[src/swera_pkg.sv]
// Shared constants and types for the sliding-window event rate alarm.
package swera_pkg;

   localparam int DEPTH_DEFAULT = 128;

   // Wide enough for a count of up to 1024 held stamps.
   localparam int CNT_W = 11;

   localparam int STAMP_W  = 32;
   localparam int THRESH_W = 8;
   localparam int CSR_IDX_W = 1;

   localparam logic [CSR_IDX_W-1:0] CSR_WINDOW_SECONDS  = 1'd0;
   localparam logic [CSR_IDX_W-1:0] CSR_ALARM_THRESHOLD = 1'd1;

   localparam logic [STAMP_W-1:0]  WINDOW_RESET = 32'd3600;
   localparam logic [THRESH_W-1:0] THRESH_RESET = 8'd5;

   // Token that walks the cell chain, one cell per cycle, for one request.
   typedef struct packed {
      logic             active;
      logic             placed;
      logic [CNT_W-1:0] count;
   } token_type;

endpackage

[src/swera_cell.sv]
// One storage cell of the chain: a single stamp slot with expiry and insertion.
module swera_cell
   import swera_pkg::*;
(
   input  logic               clock,
   input  logic               reset,
   input  logic [STAMP_W-1:0] now,
   input  logic [STAMP_W-1:0] window,
   input  token_type          tok_in,
   output token_type          tok_out
);

   logic               valid_ff, valid_in;
   logic [STAMP_W-1:0] stamp_ff, stamp_in;
   token_type          tok_ff, tok_in_next;

   logic [STAMP_W:0] age;
   logic             expired;
   logic             live;
   logic             take;

   // A negative age (stamp in the future) never expires the slot.
   assign age     = {1'b0, now} - {1'b0, stamp_ff};
   assign expired = !age[STAMP_W] && (age[STAMP_W-1:0] > window);
   assign live    = valid_ff && !expired;
   assign take    = tok_in.active && !live && !tok_in.placed;

   always_comb begin
      valid_in = valid_ff;
      stamp_in = stamp_ff;
      if (tok_in.active) begin
         valid_in = live || take;
      end
      if (take) begin
         stamp_in = now;
      end
      tok_in_next.active = tok_in.active;
      tok_in_next.placed = tok_in.placed || take;
      tok_in_next.count  = tok_in.count + CNT_W'(live || take);
   end

   always_ff @(posedge clock) begin
      if (reset) begin
         valid_ff <= 1'b0;
         tok_ff   <= '0;
      end else begin
         valid_ff <= valid_in;
         tok_ff   <= tok_in_next;
      end
   end

   always_ff @(posedge clock) begin
      stamp_ff <= stamp_in;
   end

   assign tok_out = tok_ff;

endmodule

[config.mk]
export PLATFORM = sky130hd
export DESIGN_NAME = swera_cell
export DESIGN_NICKNAME = d
export VERILOG_FILES = /design/src/swera_pkg.sv /design/src/swera_cell.sv
export SDC_FILE = /design/constraint.sdc
export NUM_CORES = 1
export LEC_CHECK = 0
export BUFFER_PORTS_ARGS = -buffer_cell sky130_fd_sc_hd__buf_2
export CAP_MARGIN = 20
export CORE_MARGIN = 8
export CORE_UTILIZATION = 50
export CTS_CLUSTER_DIAMETER = 60
export CTS_CLUSTER_SIZE = 20
export DETAILED_ROUTE_END_ITERATION = 8
export PLACE_DENSITY_LB_ADDON = 0.12
export SETUP_SLACK_MARGIN = 0.2
export SLEW_MARGIN = 30
export SYNTH_ARGS = -nofsm -noshare
export SYNTH_HDL_FRONTEND = slang
export SYNTH_SLANG_ARGS = --single-unit
[constraint.sdc]
create_clock -name clock -period 9.2 [get_ports clock]
set_input_delay 0.92 -clock clock [delete_from_list [all_inputs] [get_ports clock]]
set_output_delay 0.92 -clock clock [all_outputs]
set_load 0.02 [all_outputs]
# Yosys cells after proc, flatten, opt, wreduce, memory -nomap -nowiden
# Cells that the tools add are included.
word_totals:
  regBits: 46
  latchBits: 0
  ramBits: 0
  mem_bits_ro: 0
  input_bits: 79
  output_inout_bits: 13
  wordCells: 18
  n_memories: 0
op_classes:
  n_addsub: 2
  n_mul: 0
  n_div: 0
  magnitude_cmp: 1
  eq_ne: 0
  shift: 0
  muxes: 0
  n_bitwise: 0
  n_reduce_logical: 10
ops:
  columns: ["op", "count"]
  rows:
  - ["$sub 32x32->33", 1]
  - ["$gt 32x32->1", 1]
  - ["$add 11x1->11", 1]
  - ["$logic_and 1x1->1", 4]
  - ["$logic_not 1->1", 4]
  - ["$logic_or 1x1->1", 2]

# Longest topological paths before layout
# Gate-level depths: netlist (run 1).
depth:
  depth_word: 10
  ltp_mapped: 26
  ltp_nobuf: 26

# Worst setup path before layout (run 1)
# OpenSTA, ideal clock, no wires.
synth_timing:
  kind: "input-to-reg"
  startpoint: "in now[18]"
  endpoint: "reg tok_ff, in the netlist tok_out[10]"
  setup_ns: 0.129
  arrival_time_ns: 4.813
  required_time_ns: 9.071
  setup_slack_ns: 4.258
  stages: 24
  path_buffers: 0
  path_cell_list: "ha_1 > and3_2 > a221o_1 > a31o_1 > a221oi_2 > or3_1 > nand2b_1 > a21oi_2 > xnor2_1 > ha_1 > a211oi_1 > nor2_1 > nor3_1 > nor2_1 > nor3_1 > a2bb2oi_1 > a211oi_2 > o21ai_0 > ha_1 > ha_1 > nand3_1 > nor2_1 > xnor2_1 > nor2_1"
synth_via:
  elab_chain_cells: 10
  word_cells_on_any_way: 11
  cone_classes: "add/sub: 2; order compare: 1; reduce/logical: 8"
synth_rtl:
  columns: ["element", "line", "text"]
  rows:
  - ["from (decl)", "swera_cell.sv:7", "input logic [STAMP_W-1:0] now,"]
  - ["$sub 32x32->33 (*)", "swera_cell.sv:23", "assign age = {1'b0, now} - {1'b0, stamp_ff};"]
  - ["$gt 32x32->1 / $logic_not 1->1 (equally long branches)", "swera_cell.sv:24", "assign expired = !age[STAMP_W] && (age[STAMP_W-1:0] > window);"]
  - ["$logic_and 1x1->1 (*)", "swera_cell.sv:24", null]
  - ["$logic_not 1->1 (*)", "swera_cell.sv:25", "assign live = valid_ff && !expired;"]
  - ["$logic_and 1x1->1 (*)", "swera_cell.sv:25", null]
  - ["$logic_not 1->1", "swera_cell.sv:26", "assign take = tok_in.active && !live && !tok_in.placed;"]
  - ["$logic_and 1x1->1 (2 in a row)", "swera_cell.sv:26", null]
  - ["$logic_or 1x1->1 (*)", "swera_cell.sv:39", "tok_in_next.count = tok_in.count + CNT_W'(live || take);"]
  - ["$add 11x1->11 (*)", "swera_cell.sv:39", null]
  - ["to (signal assigned)", "swera_cell.sv:48", "tok_ff <= tok_in_next;"]
  - ["to (decl)", "swera_cell.sv:15", "token_type tok_ff, tok_in_next;"]
# Mark *: on every way between the ends. The rest lies on a longest branch, timed or not.
# A chain may end at the register's enable or synchronous reset.

# Final worst setup path (run 1)
layout_timing:
  startpoint: "in now[8]"
  endpoint: "reg stamp_ff[16], enable pin"
layout_via:
  elab_chain_cells: 8
  word_cells_on_any_way: 9
  cone_classes: "add/sub: 1; order compare: 1; reduce/logical: 7"
layout_rtl:
  columns: ["element", "line", "text"]
  rows:
  - ["$sub 32x32->33 (*)", "swera_cell.sv:23", null]
  - ["$gt 32x32->1 / $logic_not 1->1 (equally long branches)", "swera_cell.sv:24", null]
  - ["$logic_and 1x1->1 (*)", "swera_cell.sv:24", null]
  - ["$logic_not 1->1 (*)", "swera_cell.sv:25", null]
  - ["$logic_and 1x1->1 (*)", "swera_cell.sv:25", null]
  - ["$logic_not 1->1 (*)", "swera_cell.sv:26", null]
  - ["$logic_and 1x1->1 (*) (2 in a row)", "swera_cell.sv:26", null]
  - ["via take", "swera_cell.sv:20", "logic take;"]
  - ["to (signal assigned)", "swera_cell.sv:53", "stamp_ff <= stamp_in;"]
  - ["to (decl)", "swera_cell.sv:14", "logic [STAMP_W-1:0] stamp_ff, stamp_in;"]
# The timed path passes the listed nets; every way through them passes the cells marked *.

==> flow_metrics.py, run 1 <==
metrics = {
    "routing": {
        "drt_first_pass_iters": 5,
        "viasPerCell": 5.271,
        "num_vias": 3521,
        "drt-initial-drc-count": 138,
        "wl_per_cell_um": 13.90,
        "wl_mm": 9.287,
        "ant_nets": 0,
        "drcViolationCount": 0,
    },
    "timing": {
        "worst_pin_slew_ps": 941.6,
        "fmax_mhz": 187.0,
        "setup_viol": 0,
        "rsz0062_at_grt": "no",
        "setup_tns_ps": 0,
        "clock_skew_ps": 7.788,
        "hold_viol": 0,
        "worst_slack_ps": 3854,
        "timing.final.crit_share_pct": 58.11,
        "slew_violations": 0,
        "max_slew_margin_pct": 37.23,
        "layout_min_cycle_time_ps": 5346,
    },
    "global_routing": {
        "antenna_found_initial": 0,
        "top_usage_layer": "met2",
        "grt_pass1_vias": 3548,
        "grt_overflow": 0,
        "use_met2_pct": 26.07,
        "use_met1_pct": 21.91,
        "grtUsageMet3_pct": 3.899,
        "track_usage_pct": 16.43,
        "grt_max_degree": 33,
        "grt_first_pass_wirelength_mm": 15.69,
    },
    "cts": {
        "cts_max_level": 2,
        "clock_latency_ps": 310,
        "cts_tree": "yes",
        "cts_sinks": 46,
        "ctsHoldBuffers": 0,
        "cts_buffers": 5,
        "root_buffer": "clkbuf_8",
        "postCtsSetupRepairBufs": 0,
        "ctsLongestPathBuffers": 2,
        "clkTransAtPathRegs_ps": 100,
        "cts_resized": 0,
    },
    "final_layout": {
        "final_cells": 668,
        "num_antenna_cells": 0,
        "drive_above_1_share_pct": 20.25,
        "fin_nets": 708,
        "multi_input_area_um2": 2589,
        "nFillCells": 777,
        "mostFrequentLayoutCells": "buf_2, inv_1, ha_1, a21oi_1, edfxtp_1",
        "seq_area_um2": 1241,
        "area_growth_pct": 16.07,
        "final_common_cell": "buf_2",
    },
    "min_path": {
        "hold_class": "reg2reg",
        "hold_end": "valid_ff$_SDFFE_PP0P_",
        "hold_depth": 2,
        "hp-start": "valid_ff$_SDFFE_PP0P_",
    },
    "setup_path": {
        "worstPathArrival_ps": 5280,
        "r2r_slack_ps": 4220,
        "regToRegEndpoint": "stamp_ff[16]$_DFFE_PP_",
        "cp-end-kind": "flip-flop",
        "critical_path_class": "in2reg",
        "worstRegToRegCells": 18,
        "cp_max_fo": 32,
        "worstReg2RegStart": "stamp_ff[8]$_DFFE_PP_",
        "setup.worst_path.start": "now[8]",
        "cp-start-kind": "input pin",
        "worst_ep_required_time_ps": 9140,
    },
    "power": {
        "ir_drop_uv": 76.83,
        "power_density_nw_per_um2": 126.4,
        "p_leak_nw": 2.355,
    },
    "yosys": {
        "async_reset_ff_share_pct": 0,
        "postSynthCellCount": 468,
        "syn_area_um2": 4119,
        "ys_types": 54,
        "synth_ff_type": "edfxtp_1",
        "synth_seq_area_share_pct": 30.13,
        "yosys_warnings": 0,
        "synth_edf_count": 32,
        "postSynthAreaPerCell_um2": 8.801,
        "synth_nets": 614,
        "ys_seq_elements": 46,
    },
    "placement": {
        "place_congestion": 0.8489,
        "portBuffers": 91,
        "dp_hpwl_mm": 7.655,
        "place_worst_setup_slack_ps": 3557,
        "dp.cells": 660,
    },
    "die": {
        "die_area_um2": 11400,
        "coreArea_um2": 8093,
        "die_y_um": 106.8,
        "start_util_pct": 50.90,
        "num_rows": 33,
        "die_w_um": 106.8,
        "ios": 92,
    },
    "job": {
        "maxCapViolations": 0,
    },
    "outcome": {
        "status": "completed",
    },
}
power breakdown:
part           total (W)  switching (W)  internal, W
clock           0.000138      0.0000809    0.0000570
sequential      0.000236     0.00000261     0.000234
combinational   0.000230       0.000128     0.000102
per-layer routing:
| metal | part of all wire (%) | vias to the layer above |
|---|---|---|
| met5 | 0 | - |
| met1 | 49 | 1574 |
| met4 | 0.89 | 0 |
| met2 | 44 | 93 |
| met3 | 6.1 | 6 |
| li1 | - | 1848 |
synth_stat cells, types with 2 or more instances:
library cell   n  share of area [%]
nor3_1         6               0.73
a21o_1        11                2.0
a221o_1        2               0.49
dfxtp_1       14                6.8
a221oi_2       2               0.73
and2_1         5               0.76
ha_1          66                 20
edfxtp_1      32                 23
o21a_1         3               0.55
nand2b_1       9                1.4
o21bai_1       4               0.73
clkbuf_1       3               0.27
nand2_1       30                2.7
o31a_1         3               0.64
nor2_1        29                2.6
o21ai_0       24                2.9
a21oi_2        2               0.43
o211ai_1       8                1.5
nor2b_1        7                1.1
xor2_1        10                2.1
nand3_1       11                1.3
a21oi_1       43                5.2
a31oi_1        6               0.91
inv_1         71                6.5
and4_1         4               0.85
a2111oi_0      3               0.64
or2_2          2               0.30
or3_1          5               0.76
and3_1         4               0.61
nand4_1        5               0.76
xnor2_1       21                4.5
flip-flops by register name, indices dropped and copies added, names as in the netlist:
signal / cells
tok_out: 13
valid_ff: 1
stamp_ff: 32
cells by family (layout without fill, tap and decap cells):
family                     after synthesis  in the layout  synth area share, %
buffers and inverters                   75            170                7.017
adders and majority gates               67             67                20.53
AOI/OAI and AO/OA                      124            124                19.96
and+or+nand+nor                        124            124                15.52
xor gates and xnor gates                31             31                6.592
DFF                                     46             46                30.13
muxes                                    1              1               0.2430
worst max-delay path by stage:
stage                             end  slack [ps]  cells after the start
3_3_place_gp   tok_out[10]$_SDFF_PP0_        3660                     25
6_report       stamp_ff[16]$_DFFE_PP_        3850                     18
3_5_place_dp    stamp_ff[8]$_DFFE_PP_        3560                     18
5_1_grt         tok_out[9]$_SDFF_PP0_        3400                     22
4_1_cts        stamp_ff[10]$_DFFE_PP_        3870                     18
2_1_floorplan  tok_out[10]$_SDFF_PP0_        4260                     24
critical path, stage by stage:
cell and delay [ps]:
buf_2 100, ha_1 390, a2111oi_0 400, o21ai_0 200, and4_1 220, a221oi_2 310, or3_1 190, nand2b_1 80
a21oi_2 170, xnor2_1 80, ha_1 290, and4_1 180, nand3_1 110, nor3_1 260, nand2b_1 140, a2bb2oi_1 70
a211oi_2 340, o21ba_2 800
per-stage QoR:
stage	hold WS, ps	util, %	power [W]	instance area (um^2)
after global routing	566.4	59.08	0.0006536	4781
after global placement	497.9	57.87	0.0004661	4683
after floorplan	486.4	-	0.0004090	4119
after detailed placement	515.7	57.87	0.0004708	4683
after CTS	531.1	59.08	0.0006130	4781
final	531.3	59.08	0.0006044	4781
area by class of cell:
type                    instances  area share, %
repair buffers                 91          9.526
well taps                     105          2.748
multi-input cells             347          54.15
clock buffers                   5          1.439
flip-flops and latches         46          25.96
inverters                      71          5.574
clock inverters                 3         0.6019
(Power assumes the default switching activity.)
==> inputs of run 2 (changes only) <==
- ABC_AREA: not set -> 1
- clock period: 9.2 -> 4.6 ns (I/O delays scaled with it)
==> run 2 against run 1 <==
Worst setup slack worse by 3500 ps; global-route usage up 3.1 points; total power up 130%; synthesized cell count up 28%; combinational power up 140%; die area up 5.4%; critical path depth up 11; largest power group is now combinational logic; non-clock buffer count up 24.
==> flow_metrics.py, run 2 <==
metrics = {
    "outcome": {
        "status": "completed",
    },
    "min_path": {
        "hold_end": "stamp_ff[21]$_DFFE_PP_",
        "hp-start": "now[21]",
        "hold_class": "in2reg",
        "hold_depth": 1,
    },
    "die": {
        "die_w_um": 109.6,
        "ios": 92,
        "start_util_pct": 50.98,
        "coreArea_um2": 8593,
        "num_rows": 34,
        "die_area_um2": 12010,
        "die_y_um": 109.6,
    },
    "yosys": {
        "synth_nets": 743,
        "yosysMostFrequentCell": "inv_1",
        "yosys_warnings": 0,
        "async_reset_ff_share_pct": 0,
        "ys_seq_elements": 46,
        "ys_types": 36,
        "synth_area_leaders": "edfxtp_1, ha_1, inv_1",
        "yosys.area.top_type": "edfxtp_1",
        "postSynthAreaPerCell_um2": 7.337,
        "postSynthCellCount": 597,
        "synth_edf_count": 32,
        "synth_seq_area_share_pct": 28.33,
        "ys_top_cells_by_count": "inv_1, nand2_1, ha_1",
        "yosysTopAreaCellShare_pct": 21.94,
        "synth_ff_type": "edfxtp_1",
        "syn_area_um2": 4380,
    },
    "job": {
        "maxCapViolations": 0,
    },
    "setup_path": {
        "regToRegEndpoint": "tok_out[10]$_SDFF_PP0_",
        "cp_slowest_cell": "edfxtp_1",
        "worst_ep_required_time_ps": 4810,
        "crit_top_cell": "nand2_2",
        "cp-start-kind": "flip-flop",
        "cp-end-kind": "flip-flop",
        "worstRegToRegCells": 29,
        "r2r_slack_ps": 340,
        "worstReg2RegStart": "stamp_ff[0]$_DFFE_PP_",
        "cp_max_fo": 4,
        "worstPathArrival_ps": 4470,
        "cpPeakStageDelay_ps": 420,
        "critical_path_class": "reg2reg",
    },
    "global_routing": {
        "grt_overflow": 0,
        "use_met2_pct": 33.07,
        "grt_pass1_vias": 4307,
        "grt_first_pass_wirelength_mm": 19.00,
        "top_usage_layer": "met2",
        "grt_max_degree": 20,
        "antenna_found_initial": 0,
        "use_met1_pct": 24.36,
        "track_usage_pct": 19.50,
        "grtUsageMet3_pct": 4.572,
    },
    "routing": {
        "viasPerCell": 5.064,
        "num_vias": 4188,
        "drcViolationCount": 0,
        "drt_first_pass_iters": 4,
        "wl_mm": 11.69,
        "ant_nets": 0,
        "drt-initial-drc-count": 146,
        "wl_per_cell_um": 14.13,
    },
    "power": {
        "p_leak_nw": 2.887,
        "total_power_w": 0.001364,
        "ir_drop_uv": 183.4,
        "power_density_nw_per_um2": 249.7,
    },
    "cts": {
        "cts_sinks": 46,
        "cts_tree": "yes",
        "root_buffer": "clkbuf_8",
        "cts_buffers": 5,
        "cts_max_level": 2,
        "clkTransAtPathRegs_ps": 110,
        "ctsHoldBuffers": 0,
        "ctsLongestPathBuffers": 2,
        "clock_latency_ps": 320,
    },
    "final_layout": {
        "nFillCells": 841,
        "top_register": "stamp_ff",
        "drive_above_1_share_pct": 24.90,
        "fin_nets": 864,
        "final_core_util_pct": 63.57,
        "mostFrequentLayoutCells": "inv_1, nand2_1, buf_2, ha_1, nor2_1",
        "area_growth_pct": 24.71,
        "final_common_cell": "inv_1",
        "num_antenna_cells": 0,
        "largest_reg_flops": 32,
    },
    "timing": {
        "hold_viol": 0,
        "fmax_mhz": 234.8,
        "slew_violations": 0,
        "layout_min_cycle_time_ps": 4260,
        "setup_tns_ps": 0,
        "max_slew_margin_pct": 70.43,
        "worst_pin_slew_ps": 438.8,
        "timing.final.crit_share_pct": 92.60,
        "rsz0062_at_grt": "yes",
        "setup_viol": 0,
        "clock_skew_ps": 17.54,
    },
    "placement": {
        "place_congestion": 0.9196,
        "portBuffers": 91,
        "dp_hpwl_mm": 9.581,
    },
}
## run 2: cell types whose count changed after synthesis, sizes merged, moves of 9 or more
cell,change
nand2,+84
inv,+58
nor2,+36
a21oi,+11
xnor2,-11
xor2,+11
nand2b,-9
## run 2: critical path: cells and delay by family (launching register included)
family                     cells  cell delay [ps]
AOI/OAI and AO/OA              4              350
and+or+nand+nor               17             1770
buffers and inverters          1               70
DFF                            1              420
adders and majority gates      5             1260
xor gates and xnor gates       2              300
## run 2: metal layers
metal / routed length, um / part of all wire (%)
met1: 5307 / 45
met2: 5553 / 48
met3: 698 / 6.0
met4: 129 / 1.1
met5: 0 / 0
## run 2: worst max-delay path by stage
stage / from / to / slack, ps / cells after the start
after detailed placement: now[0] / tok_out[10]$_SDFF_PP0_ / 20 / 31
final: stamp_ff[0]$_DFFE_PP_ / tok_out[10]$_SDFF_PP0_ / 340 / 29
after floorplan: now[0] / stamp_ff[0]$_DFFE_PP_ / 480 / 22
after global placement: now[0] / tok_out[10]$_SDFF_PP0_ / 90 / 30
after CTS: stamp_ff[0]$_DFFE_PP_ / tok_out[10]$_SDFF_PP0_ / 220 / 29
after global routing: stamp_ff[0]$_DFFE_PP_ / tok_out[10]$_SDFF_PP0_ / 40 / 29
## run 2: stage by stage
stage               cell area [um^2]  setup slack [ps]  hold WS (ps)  instances
floorplan                       4383             475.8         546.5        597
global placement                5075             90.38         565.1        809
detailed placement              5075             20.85         569.9        809
CTS                             5202             220.6         321.8        817
global route                    5463             43.55         319.8        827
finish                          5463             340.3         324.6        827
## run 2: logic make-up (layout without fill, tap and decap cells)
family	Yosys count	after routing	synth area share, %
AOI/OAI and AO/OA	111	111	15.08
xor gates and xnor gates	31	31	6.198
adders and majority gates	67	67	19.31
buffers and inverters	130	252	11.14
DFF	46	46	28.33
and+or+nand+nor	212	212	19.94
## run 2: layout make-up
class | count | area [um^2] | area share, %
repair buffers | 115 | 635.6 | 11.64
inverters | 129 | 484.2 | 8.864
clock buffers | 7 | 118.9 | 2.176
well taps | 108 | 135.1 | 2.474
multi-input cells | 421 | 2839 | 51.97
clock inverters | 1 | 8.758 | 0.1603
flip-flops and latches | 46 | 1241 | 22.72
## run 2: power breakdown
| part | total (W) | switching, W | internal (W) | leakage, nW |
|---|---|---|---|---|
| clock | 0.000336 | 0.000161 | 0.000174 | 0.0647 |
| combinational | 0.000556 | 0.000325 | 0.000230 | 2.41 |
| sequential | 0.000473 | 0.00000586 | 0.000467 | 0.414 |
## run 2: repair_timing
| item | 4_1_cts | 5_1_grt |
|---|---|---|
| buffers inserted | 0 | 10 |
| resized for setup | 0 | 47 |
| endpoints found under the setup margin | 0 | 7 |
